## config.mk

```make
export PLATFORM = sky130hd
export DESIGN_NAME = midi_voice_allocator
export DESIGN_NICKNAME = d
export VERILOG_FILES = /design/src/design/mva_pkg.sv /design/src/design/mva_voice_ram.sv /design/src/design/mva_prog_ram.sv /design/src/design/midi_voice_allocator.sv
export SDC_FILE = /design/constraint.sdc
export NUM_CORES = 1
export LEC_CHECK = 0
export BUFFER_PORTS_ARGS = -buffer_cell sky130_fd_sc_hd__buf_4
export CAP_MARGIN = 40
export CORE_ASPECT_RATIO = 2
export CORE_MARGIN = 2
export CORE_UTILIZATION = 35
export DETAILED_ROUTE_END_ITERATION = 10
export SYNTH_ARGS = -nofsm -noshare
export SYNTH_HDL_FRONTEND = slang
export SYNTH_HIERARCHICAL = 1
export SYNTH_SLANG_ARGS = --single-unit
```

## constraint.sdc

```tcl
create_clock -name clk -period 9.3 [get_ports clk]
set_input_delay 0.93 -clock clk [delete_from_list [all_inputs] [get_ports clk]]
set_output_delay 0.93 -clock clk [all_outputs]
set_load 0.01 [all_outputs]
```

## src/design/mva_pkg.sv

```systemverilog
// Shared types and constants for the MIDI voice allocator.
package mva_pkg;

  // Most result words one message may give
  localparam logic [5:0] MAX_RESULTS = 6'd32;

  // Message kinds (upper nibble of the status byte)
  localparam logic [3:0] KIND_NOTE_OFF  = 4'h8;
  localparam logic [3:0] KIND_NOTE_ON   = 4'h9;
  localparam logic [3:0] KIND_KEY_PRESS = 4'hA;
  localparam logic [3:0] KIND_CONTROL   = 4'hB;
  localparam logic [3:0] KIND_PROGRAM   = 4'hC;
  localparam logic [3:0] KIND_CHAN_PRES = 4'hD;
  localparam logic [3:0] KIND_BEND      = 4'hE;
  localparam logic [3:0] KIND_SYSTEM    = 4'hF;

  // Configuration register indexes
  localparam logic [1:0] CFG_ACTIVE_VOICES = 2'd0;
  localparam logic [1:0] CFG_DRUM_MASK     = 2'd1;
  localparam logic [1:0] CFG_VOLUME_CTL    = 2'd2;

  localparam logic [5:0]  ACTIVE_VOICES_RST = 6'd32;
  localparam logic [15:0] DRUM_MASK_RST     = 16'h0200;
  localparam logic [6:0]  VOLUME_CTL_RST    = 7'd7;

  typedef enum logic [3:0] {
    ACT_NONE      = 4'd0,
    ACT_PATCH     = 4'd1,
    ACT_START     = 4'd2,
    ACT_STOP      = 4'd3,
    ACT_VOLUME    = 4'd4,
    ACT_BEND      = 4'd5,
    ACT_KEY_PRESS = 4'd6,
    ACT_CHAN_PRES = 4'd7,
    ACT_END_TRACK = 4'd8,
    ACT_BAD       = 4'd9
  } action_t;

  typedef enum logic [2:0] {
    OP_BAD,
    OP_END,
    OP_NOTE_OFF,
    OP_NOTE_ON,
    OP_PROGRAM,
    OP_FAN_OUT,
    OP_NONE
  } op_t;

  typedef enum logic [1:0] {
    ST_IDLE,
    ST_SCAN,
    ST_PATCH,
    ST_FINISH
  } state_t;

  typedef struct packed {
    logic [7:0] status_byte;
    logic [6:0] first_data;
    logic [6:0] second_data;
  } msg_t;

  typedef struct packed {
    action_t     action;
    logic [4:0]  voice;
    logic [7:0]  key_or_patch;
    logic [13:0] amount;
    logic        last;
  } result_t;

  typedef struct packed {
    logic       busy;
    logic [6:0] key;
    logic [3:0] chan;
  } voice_entry_t;

  typedef struct packed {
    logic         en;
    voice_entry_t entry;
  } voice_wr_t;

endpackage

```

## src/design/mva_voice_ram.sv

```systemverilog
// Voice table memory: busy flag, key and channel per voice, with reset valid bits.
module mva_voice_ram #(
  parameter int DEPTH = 32,
  parameter int AW    = 5
) (
  input  logic                  clk,
  input  logic                  rst,
  input  logic                  rd_en,
  input  logic [AW-1:0]         rd_addr,
  output mva_pkg::voice_entry_t rd_entry,
  input  mva_pkg::voice_wr_t    wr,
  input  logic [AW-1:0]         wr_addr
);

  mva_pkg::voice_entry_t mem [DEPTH];
  logic [DEPTH-1:0]      vld;
  mva_pkg::voice_entry_t rd_q;
  logic                  rd_vld;

  always_ff @(posedge clk) begin
    if (wr.en) begin
      mem[wr_addr] <= wr.entry;
    end
    if (rd_en) begin
      rd_q   <= mem[rd_addr];
      rd_vld <= vld[rd_addr];
    end
  end

  always_ff @(posedge clk) begin
    if (rst) begin
      vld <= '0;
    end else if (wr.en) begin
      vld[wr_addr] <= 1'b1;
    end
  end

  // Never-written voices read as free
  always_comb begin
    rd_entry      = rd_q;
    rd_entry.busy = rd_q.busy & rd_vld;
  end

endmodule

```

## src/design/mva_prog_ram.sv

```systemverilog
// Per-channel program table memory, reading as program 0 until written.
module mva_prog_ram (
  input  logic       clk,
  input  logic       rst,
  input  logic [3:0] rd_addr,
  output logic [6:0] rd_prog,
  input  logic       wr_en,
  input  logic [3:0] wr_addr,
  input  logic [6:0] wr_prog
);

  logic [6:0]  mem [16];
  logic [15:0] vld;
  logic [6:0]  rd_q;
  logic        rd_vld;

  always_ff @(posedge clk) begin
    if (wr_en) begin
      mem[wr_addr] <= wr_prog;
    end
    rd_q   <= mem[rd_addr];
    rd_vld <= vld[rd_addr];
  end

  always_ff @(posedge clk) begin
    if (rst) begin
      vld <= '0;
    end else if (wr_en) begin
      vld[wr_addr] <= 1'b1;
    end
  end

  assign rd_prog = rd_vld ? rd_q : 7'd0;

endmodule

```

## src/design/midi_voice_allocator.sv

```systemverilog
// Top level of the MIDI voice allocator: control sequencer, configuration and memories.
// A message with one fixed result (bad, end track, program change, unknown controller)
// goes from idle straight to the finish state, which registers its word out; a note or
// fan-out message scans up to the n active voices one per cycle through the voice table
// read port. One message is handled at a time; busy falls as the last word goes out.
// Reset: synchronous; all voices free, programs 0, registers to 32 / 0x0200 / 7.
// Result words are strobed for one cycle and cannot be held off by the receiver.
module midi_voice_allocator #(
  parameter int NUM_VOICES = 32
) (
  input  logic             clk,
  input  logic             rst,
  input  logic             start,
  output logic             busy,
  input  mva_pkg::msg_t    msg,
  output logic             result_valid,
  output mva_pkg::result_t result,
  input  logic             cfg_we,
  input  logic [1:0]       cfg_index,
  input  logic [15:0]      cfg_data
);

  // Index width of the voice table and width of a counter that can hold the depth
  localparam int IW = (NUM_VOICES > 1) ? $clog2(NUM_VOICES) : 1;
  localparam int CW = $clog2(NUM_VOICES + 1);

  // Configuration registers
  logic [5:0]  active_voices;
  logic [15:0] drum_channel_mask;
  logic [6:0]  volume_controller;

  mva_pkg::state_t state, state_next;
  mva_pkg::msg_t   item;
  mva_pkg::op_t    op;
  mva_pkg::op_t    op_in;

  logic [CW-1:0] rd_idx;
  logic          ev_valid;
  logic [IW-1:0] ev_idx;
  logic [IW-1:0] found_idx;
  logic [5:0]    match_cnt;

  // One result is held back so that the final word of a fan-out can carry last
  mva_pkg::result_t hold;
  logic             hold_vld;

  logic [6:0]    n_ext;
  logic [CW-1:0] n_voices;
  logic          issue;
  logic          scan_end;
  logic          hit_first;
  logic          fan_take;

  mva_pkg::voice_entry_t rd_entry;
  mva_pkg::voice_wr_t    vwr;
  logic [6:0]            prog_rd;
  logic                  prog_we;

  logic             emit;
  mva_pkg::result_t emit_word;
  mva_pkg::result_t fan_word;
  mva_pkg::result_t in_word;
  mva_pkg::result_t stop_word;
  mva_pkg::result_t start_word;
  logic [7:0]       patch;
  logic [3:0]       ch;

  assign ch   = item.status_byte[3:0];
  assign busy = (state != mva_pkg::ST_IDLE);

  // Configuration writes; an index past the list is ignored
  always_ff @(posedge clk) begin
    if (rst) begin
      active_voices     <= mva_pkg::ACTIVE_VOICES_RST;
      drum_channel_mask <= mva_pkg::DRUM_MASK_RST;
      volume_controller <= mva_pkg::VOLUME_CTL_RST;
    end else if (cfg_we) begin
      case (cfg_index)
        mva_pkg::CFG_ACTIVE_VOICES: active_voices     <= cfg_data[5:0];
        mva_pkg::CFG_DRUM_MASK:     drum_channel_mask <= cfg_data;
        mva_pkg::CFG_VOLUME_CTL:    volume_controller <= cfg_data[6:0];
        default: ;
      endcase
    end
  end

  // Saturate the voice count to the table depth
  always_comb begin
    n_ext = {1'b0, active_voices};
    if (n_ext > 7'(NUM_VOICES)) begin
      n_ext = 7'(NUM_VOICES);
    end
    n_voices = CW'(n_ext);
  end

  // Classify the incoming word
  always_comb begin
    op_in   = mva_pkg::OP_FAN_OUT;
    in_word = '0;
    if (!msg.status_byte[7]) begin
      op_in          = mva_pkg::OP_BAD;
      in_word.action = mva_pkg::ACT_BAD;
    end else begin
      unique case (msg.status_byte[7:4])
        mva_pkg::KIND_SYSTEM: begin
          op_in          = mva_pkg::OP_END;
          in_word.action = mva_pkg::ACT_END_TRACK;
        end
        mva_pkg::KIND_NOTE_OFF: op_in = mva_pkg::OP_NOTE_OFF;
        mva_pkg::KIND_NOTE_ON: begin
          op_in = (msg.second_data == 7'd0) ? mva_pkg::OP_NOTE_OFF : mva_pkg::OP_NOTE_ON;
        end
        mva_pkg::KIND_PROGRAM: op_in = mva_pkg::OP_PROGRAM;
        mva_pkg::KIND_CONTROL: begin
          op_in = (msg.first_data == volume_controller) ? mva_pkg::OP_FAN_OUT
                                                        : mva_pkg::OP_NONE;
        end
        default: op_in = mva_pkg::OP_FAN_OUT;
      endcase
    end
  end

  // Word that a fan-out sends to the voice under evaluation
  always_comb begin
    fan_word        = '0;
    fan_word.voice  = 5'(ev_idx);
    fan_word.amount = {7'd0, item.second_data};
    case (item.status_byte[7:4])
      mva_pkg::KIND_KEY_PRESS: begin
        fan_word.action       = mva_pkg::ACT_KEY_PRESS;
        fan_word.key_or_patch = {1'b0, item.first_data};
      end
      mva_pkg::KIND_CONTROL: fan_word.action = mva_pkg::ACT_VOLUME;
      mva_pkg::KIND_BEND: begin
        fan_word.action = mva_pkg::ACT_BEND;
        fan_word.amount = {item.second_data, item.first_data};
      end
      default: fan_word.action = mva_pkg::ACT_CHAN_PRES;
    endcase
  end

  // Stop word for the matched voice and start word for the allocated one
  always_comb begin
    stop_word               = '0;
    stop_word.action        = mva_pkg::ACT_STOP;
    stop_word.voice         = 5'(ev_idx);
    stop_word.key_or_patch  = {1'b0, item.first_data};
    stop_word.amount        = {7'd0, item.second_data};
    start_word              = '0;
    start_word.action       = mva_pkg::ACT_START;
    start_word.voice        = 5'(found_idx);
    start_word.key_or_patch = {1'b0, item.first_data};
    start_word.amount       = {7'd0, item.second_data};
  end

  // Scan pipeline: issue a read each cycle, evaluate the entry in the cycle after
  assign issue    = (state == mva_pkg::ST_SCAN) && (rd_idx < n_voices);
  assign scan_end = (rd_idx == n_voices) && !ev_valid;

  always_comb begin
    hit_first = 1'b0;
    fan_take  = 1'b0;
    if (ev_valid) begin
      case (op)
        mva_pkg::OP_NOTE_ON: hit_first = !rd_entry.busy;
        mva_pkg::OP_NOTE_OFF: begin
          hit_first = rd_entry.busy && (rd_entry.chan == ch)
                      && (rd_entry.key == item.first_data);
        end
        mva_pkg::OP_FAN_OUT: begin
          fan_take = rd_entry.busy && (rd_entry.chan == ch)
                     && (match_cnt < mva_pkg::MAX_RESULTS)
                     && ((item.status_byte[7:4] != mva_pkg::KIND_KEY_PRESS)
                         || (rd_entry.key == item.first_data));
        end
        default: ;
      endcase
    end
  end

  // Next state
  always_comb begin
    state_next = state;
    unique case (state)
      mva_pkg::ST_IDLE: begin
        if (start) begin
          if ((op_in == mva_pkg::OP_NOTE_ON) || (op_in == mva_pkg::OP_NOTE_OFF)
              || (op_in == mva_pkg::OP_FAN_OUT)) begin
            state_next = mva_pkg::ST_SCAN;
          end else begin
            state_next = mva_pkg::ST_FINISH;
          end
        end
      end
      mva_pkg::ST_SCAN: begin
        if (hit_first && (op == mva_pkg::OP_NOTE_ON)) begin
          state_next = mva_pkg::ST_PATCH;
        end else if (hit_first || scan_end) begin
          state_next = mva_pkg::ST_FINISH;
        end
      end
      mva_pkg::ST_PATCH:  state_next = mva_pkg::ST_FINISH;
      mva_pkg::ST_FINISH: state_next = mva_pkg::ST_IDLE;
      default:            state_next = mva_pkg::ST_IDLE;
    endcase
  end

  // Drums take note + 128, other channels their stored program
  assign patch = drum_channel_mask[ch] ? {1'b1, item.first_data} : {1'b0, prog_rd};

  // Outputs of the sequencer: result word and memory writes
  always_comb begin
    emit      = 1'b0;
    emit_word = '0;
    vwr       = '0;
    prog_we   = 1'b0;
    unique case (state)
      mva_pkg::ST_IDLE: ;
      mva_pkg::ST_SCAN: begin
        // Release the held word once a further match proves it is not the last
        if (fan_take && hold_vld) begin
          emit      = 1'b1;
          emit_word = hold;
        end
      end
      mva_pkg::ST_PATCH: begin
        emit                   = 1'b1;
        emit_word.action       = mva_pkg::ACT_PATCH;
        emit_word.voice        = 5'(found_idx);
        emit_word.key_or_patch = patch;
        vwr.en                 = 1'b1;
        vwr.entry.busy         = 1'b1;
        vwr.entry.key          = item.first_data;
        vwr.entry.chan         = ch;
      end
      mva_pkg::ST_FINISH: begin
        emit = 1'b1;
        if (hold_vld) begin
          emit_word = hold;
        end
        emit_word.last = 1'b1;
        if ((op == mva_pkg::OP_NOTE_OFF) && hold_vld) begin
          vwr.en         = 1'b1;
          vwr.entry.busy = 1'b0;
          vwr.entry.key  = item.first_data;
          vwr.entry.chan = ch;
        end
        prog_we = (op == mva_pkg::OP_PROGRAM);
      end
      default: ;
    endcase
  end

  // Control registers
  always_ff @(posedge clk) begin
    if (rst) begin
      state        <= mva_pkg::ST_IDLE;
      ev_valid     <= 1'b0;
      hold_vld     <= 1'b0;
      result_valid <= 1'b0;
    end else begin
      state        <= state_next;
      ev_valid     <= issue;
      result_valid <= emit;
      if ((state == mva_pkg::ST_IDLE) && start) begin
        hold_vld <= (op_in == mva_pkg::OP_BAD) || (op_in == mva_pkg::OP_END);
      end else if (fan_take || hit_first && (op == mva_pkg::OP_NOTE_OFF)
                   || (state == mva_pkg::ST_PATCH)) begin
        hold_vld <= 1'b1;
      end
    end
  end

  // Payload and counters
  always_ff @(posedge clk) begin
    result <= emit_word;
    ev_idx <= rd_idx[IW-1:0];
    if (issue) begin
      rd_idx <= rd_idx + CW'(1);
    end
    if ((state == mva_pkg::ST_IDLE) && start) begin
      item      <= msg;
      op        <= op_in;
      hold      <= in_word;
      rd_idx    <= '0;
      match_cnt <= '0;
    end
    if (fan_take) begin
      hold      <= fan_word;
      match_cnt <= match_cnt + 6'd1;
    end
    if (hit_first) begin
      found_idx <= ev_idx;
      if (op == mva_pkg::OP_NOTE_OFF) begin
        hold <= stop_word;
      end
    end
    if (state == mva_pkg::ST_PATCH) begin
      hold <= start_word;
    end
  end

  mva_voice_ram #(
    .DEPTH (NUM_VOICES),
    .AW    (IW)
  ) u_voice_ram (
    .clk      (clk),
    .rst      (rst),
    .rd_en    (issue),
    .rd_addr  (rd_idx[IW-1:0]),
    .rd_entry (rd_entry),
    .wr       (vwr),
    .wr_addr  (found_idx)
  );

  mva_prog_ram u_prog_ram (
    .clk     (clk),
    .rst     (rst),
    .rd_addr (ch),
    .rd_prog (prog_rd),
    .wr_en   (prog_we),
    .wr_addr (ch),
    .wr_prog (item.first_data)
  );

endmodule

```

==> results of run 1 <==
per-layer routing:
| metal | wire, um | up-vias | global-route usage (%) |
|---|---|---|---|
| li1 | - | 7427 | - |
| met1 | 24920 | 8230 | 17.35 |
| met2 | 41980 | 421 | 35.00 |
| met3 | 2379 | 182 | 1.898 |
| met4 | 4053 | 2 | 9.668 |
| met5 | 9 | - | 0 |
worst min-delay path by stage:
stage	end	depth (start not counted)
CTS	found_idx[0]	0
detailed placement	found_idx[3]	0
finish	found_idx[0]	0
global route	found_idx[0]	0
global placement	found_idx[1]	0
floorplan	found_idx[0]	0
cells in the mapped netlist (12+ instances only):
cell type	instances
edfxtp_1	545
mux2i_1	231
dfxtp_1	165
nor2_1	165
nand2_1	112
a21oi_1	71
a22oi_1	68
inv_1	42
nand3_1	39
a22o_1	33
clkbuf_1	33
buf_2	28
nor2b_1	24
nand4_1	23
nor3_1	22
mux4_2	20
a31oi_1	18
mux4_1	16
buf_4	15
buf_6	14
nand2b_1	14
ha_1	12
nand3b_1	12
xnor2_1	12
sequential cells by signal, summed over array words and instances (netlist names), 6 cells and up:
signal,cells
match_cnt,6
u_voice_ram/vld,32
u_prog_ram/rd_q,7
volume_controller,7
u_prog_ram/mem,112
drum_channel_mask,16
hold,32
u_prog_ram/vld,16
result,32
u_voice_ram/rd_entry,11
rd_idx,6
u_voice_ram/mem,384
item,18
active_voices,6
power groups by stage:
stage	clock (mW)	combinational [mW]	sequential [mW]
floorplan	0	0.981	3.87
global placement	0	1.40	3.89
detailed placement	0	1.47	3.89
CTS	2.60	1.48	3.82
global route	2.71	1.59	3.83
finish	2.55	1.48	3.82
final cells by class:
type                            instances  area [um^2]
Sequential cell                       710        19670
Tap cell                             1043         1305
Antenna cell                            1        2.502
Multi-Input combinational cell       1036         7860
Inverter                               42        157.7
Fill cell                            7391        47830
Timing Repair Buffer                  150         1358
Clock buffer                           85         1717
Clock inverter                         31        289.0
metrics by stage:
stage                     hold WS, ps  instance area [um^2]  power [mW]  util [%]
after floorplan                 399.7                 28290       4.849         -
final                           425.4                 32360       7.847     40.35
after detailed placement        411.8                 30330       5.365     37.83
after CTS                       423.0                 32340       7.901     40.33
after global placement          405.6                 29870       5.293     37.24
after global routing            425.7                 32360       8.132     40.35
worst max-delay path, stage by stage, from the launching register on:
cell and delay [ps]:
dfxtp_4 740, buf_4 470, buf_16 330, buf_4 780, mux2i_1 300, a22o_1 160, nor3_1 50, a31oi_1 210
nand3_1 90
logic make-up after synthesis:
logic type / Yosys count / share of synthesized area, %
compound gates: 258 / 6.467
xor+xnor: 20 / 0.6192
fa+ha+maj: 12 / 0.5307
buf+inv: 148 / 3.207
flops: 710 / 69.53
mux: 268 / 11.29
simple gates: 478 / 8.355
==> flow_metrics.tcl, run 1 <==
set metrics [dict create \
    setup_viol 0 \
    worstPathRequired_ps 9680 \
    grt.overflow.total 0 \
    port_buffers 77 \
    syn-num-nets 1950 \
    pre_cts_slack_ps 5840 \
    numCtsBuffers 61 \
    final_cell_mix "edfxtp_1, mux2i_1, dfxtp_1, nor2_1, buf_4" \
    antenna_found_initial 1 \
    stdcell_count 3098 \
    power_density_nw_per_um2 242.5 \
    p_sw_share_pct 28.27 \
    final_common_cell "edfxtp_1" \
    cts_tree "done" \
    initial_core_util_pct 35.28 \
    r2r-start "rd_idx[1]" \
    ant_nets 0 \
    clock_sinks 710 \
    die_area_um2 83250 \
    grt_pass1_vias 16990 \
    grt_max_degree 64 \
    path_class "flop to flop" \
    grt_use_total_pct 17.61 \
    vias 16260 \
    grt_pass1_wl_um 107800 \
    ctsResizeCount 0 \
    clock-root-buffer "clkbuf_16" \
    fmax_mhz 285.5 \
    syn_to_final_growth_pct 14.40 \
    combPwrFrac_pct 18.9 \
    drv_slew 0 \
    die_w_um 205.0 \
    cp-startpoint "rd_idx[1]" \
    yosysSeqAreaShare_pct 69.53 \
    p_clk_share_pct 32.5 \
    crit_end "u_voice_ram/rd_entry[1]" \
    drt_pass1_iterations 6 \
    clk_pin_slew_ps 70 \
    vdd_drop_max_v 0.0001317 \
    cts_setup_buffers 0 \
    vias_per_cell 5.249 \
    wl_per_cell_um 23.67 \
    yosys-top-cells-area "edfxtp_1, dfxtp_1, mux2i_1, nor2_1, a22oi_1" \
    power.switching_mw 2.218 \
    finalHoldViolCount 0 \
    drt_iter0_markers 1234 \
    seqPwrFrac_pct 48.7 \
    dp_cells 2980 \
    skew_ps 19.41 \
    p_leak_nw 10.64 \
    internal_power_mw 5.629 \
    drive_gt1_share_pct 16.11 \
    rsz0062_at_grt "no" \
    synth_warnings 6 \
    cts_buffer_depth 3 \
    synth_area_per_cell_um2 14.94 \
    fp.dieH_um 406.1 \
    fin_tns_setup_ps 0 \
    critPathCaptureType "flop" \
    timing.final.crit_period_ps 3502 \
    netlist_area_um2 28290 \
    r2r_setup_slack_ps 5800 \
    synth_edf_count 545 \
    cts_max_level 2 \
    relSlewSlack_pct 38.06 \
    place.gp.congestion 0.8155 \
    core_um2 80190 \
    min_path_type "flop to flop" \
    worst_slew_pin_slew_ps 929.1 \
    rows 147 \
    synth_largest_area_cell "edfxtp_1" \
    outcome "finished clean" \
    r2r-end "u_voice_ram/rd_entry[1]" \
    cts_hold_buf 0 \
    yosysUniqueCellTypes 78 \
    synthFlopType "edfxtp_1" \
    wl_um 73340 \
    synth_cells 1894 \
    synth-seq-cells 710 \
    hold_start "ev_idx[0]" \
    cp-start-kind "flop" \
    fin_crit_sh_pct 37.66 \
    reg2regPathDepth 8 \
    drc 0 \
    maxCapViolCount 0 \
    netlist.area_leader.share_pct 57.85 \
    worstPathArrival_ps 3880 \
    layout.nets 2057 \
    ioPinCount 78 \
    crit_path_max_fanout 55 \
    dpl.hpwl_um 50940 \
    async_flop_share_pct 0 \
    final.setup.worst_slack_ps 5798 \
    insertion_delay_ps 640 \
]
Power figures use the tool's default switching activity.
==> run 2: changes to the inputs <==
--- a/config.mk
+++ b/config.mk
@@ -5,6 +5,7 @@
 export SDC_FILE = /design/constraint.sdc
 export NUM_CORES = 1
 export LEC_CHECK = 0
+export ABC_AREA = 1
 export BUFFER_PORTS_ARGS = -buffer_cell sky130_fd_sc_hd__buf_4
 export CAP_MARGIN = 40
 export CORE_ASPECT_RATIO = 2
==> constraint.sdc (replaced) <==
create_clock -name clk -period 3.4 [get_ports clk]
set_input_delay 0.34 -clock clk [delete_from_list [all_inputs] [get_ports clk]]
set_output_delay 0.34 -clock clk [all_outputs]
set_load 0.01 [all_outputs]
==> run 2 against run 1 <==
Combinational power grew to 3.7 times the previous value. Sequential power grew to 2.7 times the previous value. Worst hold slack lost 390 ps. Largest cell class unchanged.
==> flow_metrics.tcl, run 2 <==
set metrics [dict create \
    cts_hold_buf 37 \
    drv_slew 0 \
    vias 20220 \
    antenna_found_initial 1 \
    finalHoldViolCount 0 \
    critPathCaptureType "flop" \
    grt_use_total_pct 18.49 \
    largest-register "u_voice_ram/mem" \
    yosysUniqueCellTypes 40 \
    top_regs "u_voice_ram/mem x384, u_prog_ram/mem x112" \
    ant_nets 0 \
    critPathTopFamily "simple AND/OR/NAND/NOR gates" \
    synth_commonest_cells "nand2_1, edfxtp_1, nand3_1, inv_1, nor2_1" \
    clk_pin_slew_ps 70 \
    cts_buffer_depth 3 \
    multiInputGateArea_um2 7979 \
    yosysSeqAreaShare_pct 67.15 \
    dpl.hpwl_um 53730 \
    cp-start-kind "flop" \
    clock-root-buffer "clkbuf_16" \
    fin_tns_setup_ps 0 \
    p_leak_nw 13.33 \
    outcome "finished clean" \
    antenna_cells 0 \
    power_density_nw_per_um2 688.5 \
    fin_crit_sh_pct 84.40 \
    yosys-top-cells-area "edfxtp_1, nand2_1, dfxtp_1, nand3_1, inv_1" \
    die_area_um2 86160 \
    syn_to_final_growth_pct 14.67 \
    crit_buf_inv 4 \
    worstPathArrival_ps 3200 \
    vias_per_cell 4.884 \
    netlist_area_um2 29290 \
    drt_iter0_markers 1474 \
    combPwrFrac_pct 23.9 \
    min_path_type "input pin to flop" \
    crit_path_cell_trace "nor3_2 -> inv_1 -> o21ai_0 -> inv_1 -> nor3_1 -> inv_1 -> nor2_1 -> buf_4" \
    drc 0 \
    rsz0062_at_grt "no" \
    async_flop_share_pct 0 \
    largest_reg_flops 384 \
    initial_core_util_pct 35.15 \
    fmax_mhz 348.5 \
    ctsResizeCount 0 \
    syn-num-nets 2973 \
    worstPathRequired_ps 3730 \
    clock_sinks 710 \
    skew_ps 23.13 \
    synth_area_per_cell_um2 10.04 \
    fp.dieH_um 413.1 \
    timing.final.crit_period_ps 2870 \
    slowest_stage "edfxtp_1" \
    synthFlopType "edfxtp_1" \
    grt_max_degree 213 \
    synth_largest_area_cell "edfxtp_1" \
    relSlewSlack_pct 24.89 \
    synth_warnings 6 \
    ioPinCount 78 \
    maxCapViolCount 0 \
    grt_pass1_wl_um 120600 \
    numCtsBuffers 57 \
    synth_cells 2917 \
    synth_edf_count 545 \
    insertion_delay_ps 630 \
    crit_top_cell "inv_1" \
    cts_tree "done" \
    core_um2 83330 \
    seqPwrFrac_pct 45.5 \
    p_sw_share_pct 32.22 \
    die_w_um 208.6 \
    final_common_cell "nand2_1" \
    synth-seq-cells 710 \
    netlist.area_leader.share_pct 55.87 \
    path_class "flop to flop" \
    p_clk_share_pct 30.6 \
    grt_pass1_vias 20170 \
    layout.nets 3083 \
    seq_area_um2 19680 \
    internal_power_mw 15.67 \
    final_core_util_pct 40.31 \
    power.switching_mw 7.450 \
    final_cell_mix "nand2_1, edfxtp_1, nand3_1, inv_1, nor2_1" \
    cpPeakStageDelay_ps 440 \
    wl_per_cell_um 19.38 \
    grt.overflow.total 0 \
    crit_path_max_fanout 9 \
    place.gp.congestion 0.8968 \
    rows 150 \
    port_buffers 77 \
    drt_pass1_iterations 5 \
    fillCellCount 8135 \
    wl_um 80230 \
    setup_viol 0 \
    cts_max_level 2 \
    vdd_drop_max_v 0.0007792 \
    synth_most_common_cell "nand2_1" \
    drive_gt1_share_pct 9.753 \
    worst_slew_pin_slew_ps 1127 \
    cts_setup_buffers 0 \
]
run 2: changes by cell type after synthesis, sizes merged, moves of 20 or more:
| cell | delta |
|---|---|
| mux2i | -231 |
| nand3 | +427 |
| buf | +36 |
| a22oi | -68 |
| nor2 | +56 |
| a21oi | -27 |
| a22o | -33 |
| o21ai | +44 |
| mux4 | -36 |
| inv | +203 |
| nand2 | +830 |
| nor2b | -24 |
| nand4 | -20 |
run 2: area by class of cell:
class / count / share of cell area [%]
clock buffers: 72 / 4.626
repair buffers: 196 / 4.954
clock inverters: 36 / 1.322
well taps: 1064 / 3.963
multi-input cells: 1814 / 23.75
inverters: 248 / 2.797
flip-flops and latches: 710 / 58.58
run 2: per-layer routing:
layer / global-route usage (%) / part of all wire [%]
met1: 18.87 / 36
met2: 35.75 / 54
met3: 1.816 / 3.6
met4: 11.77 / 6.8
met5: 0 / 0
run 2: path summary, 6_finish.rpt:
kind / from / end / cells past startpoint / slack, ps
worst max register to register: op[0] / u_voice_ram/mem[17][4] / 8 / 530
worst min register to register: hold[22] / hold[22] / 2 / 430
worst max-delay path: op[0] / u_voice_ram/mem[17][4] / 8 / 530
worst min-delay path: cfg_data[4] / drum_channel_mask[4] / 3 / 30
run 2: kinds of logic after synthesis:
logic type / after synthesis / share of synthesized area [%]
DFF: 710 / 67.15
and+or+nand+nor: 1677 / 24.10
AOI/OAI and AO/OA: 110 / 2.020
adders and majority gates: 12 / 0.5126
buffers and inverters: 393 / 5.771
xor gates and xnor gates: 15 / 0.4485
run 2: metrics by stage:
step	hold WS, ps	power (mW)	setup WS [ps]	cells	area [um^2]
2_1_floorplan	388.4	14.15	128.6	2917	29300
3_3_place_gp	415.0	16.15	652.0	3992	31160
3_5_place_dp	418.5	16.22	589.1	3995	31220
4_1_cts	5.257	23.29	567.4	4140	33590
5_1_grt	25.30	24.17	311.6	4140	33590
6_report	34.06	23.13	530.4	4140	33590
run 2: power groups by stage:
stage	clock network [mW]	logic, mW	registers [mW]
2_1_floorplan	0	3.47	10.7
4_1_cts	7.21	5.55	10.5
5_1_grt	7.51	6.09	10.6
3_5_place_dp	0	5.50	10.7
3_3_place_gp	0	5.43	10.7
6_report	7.07	5.53	10.5
run 2: worst register-to-register path, delay by kind of cell (launching register included):
family	cells	cell delay, ps
and+or+nand+nor	3	1020
DFF	1	440
buffers and inverters	4	770
AOI/OAI and AO/OA	1	350
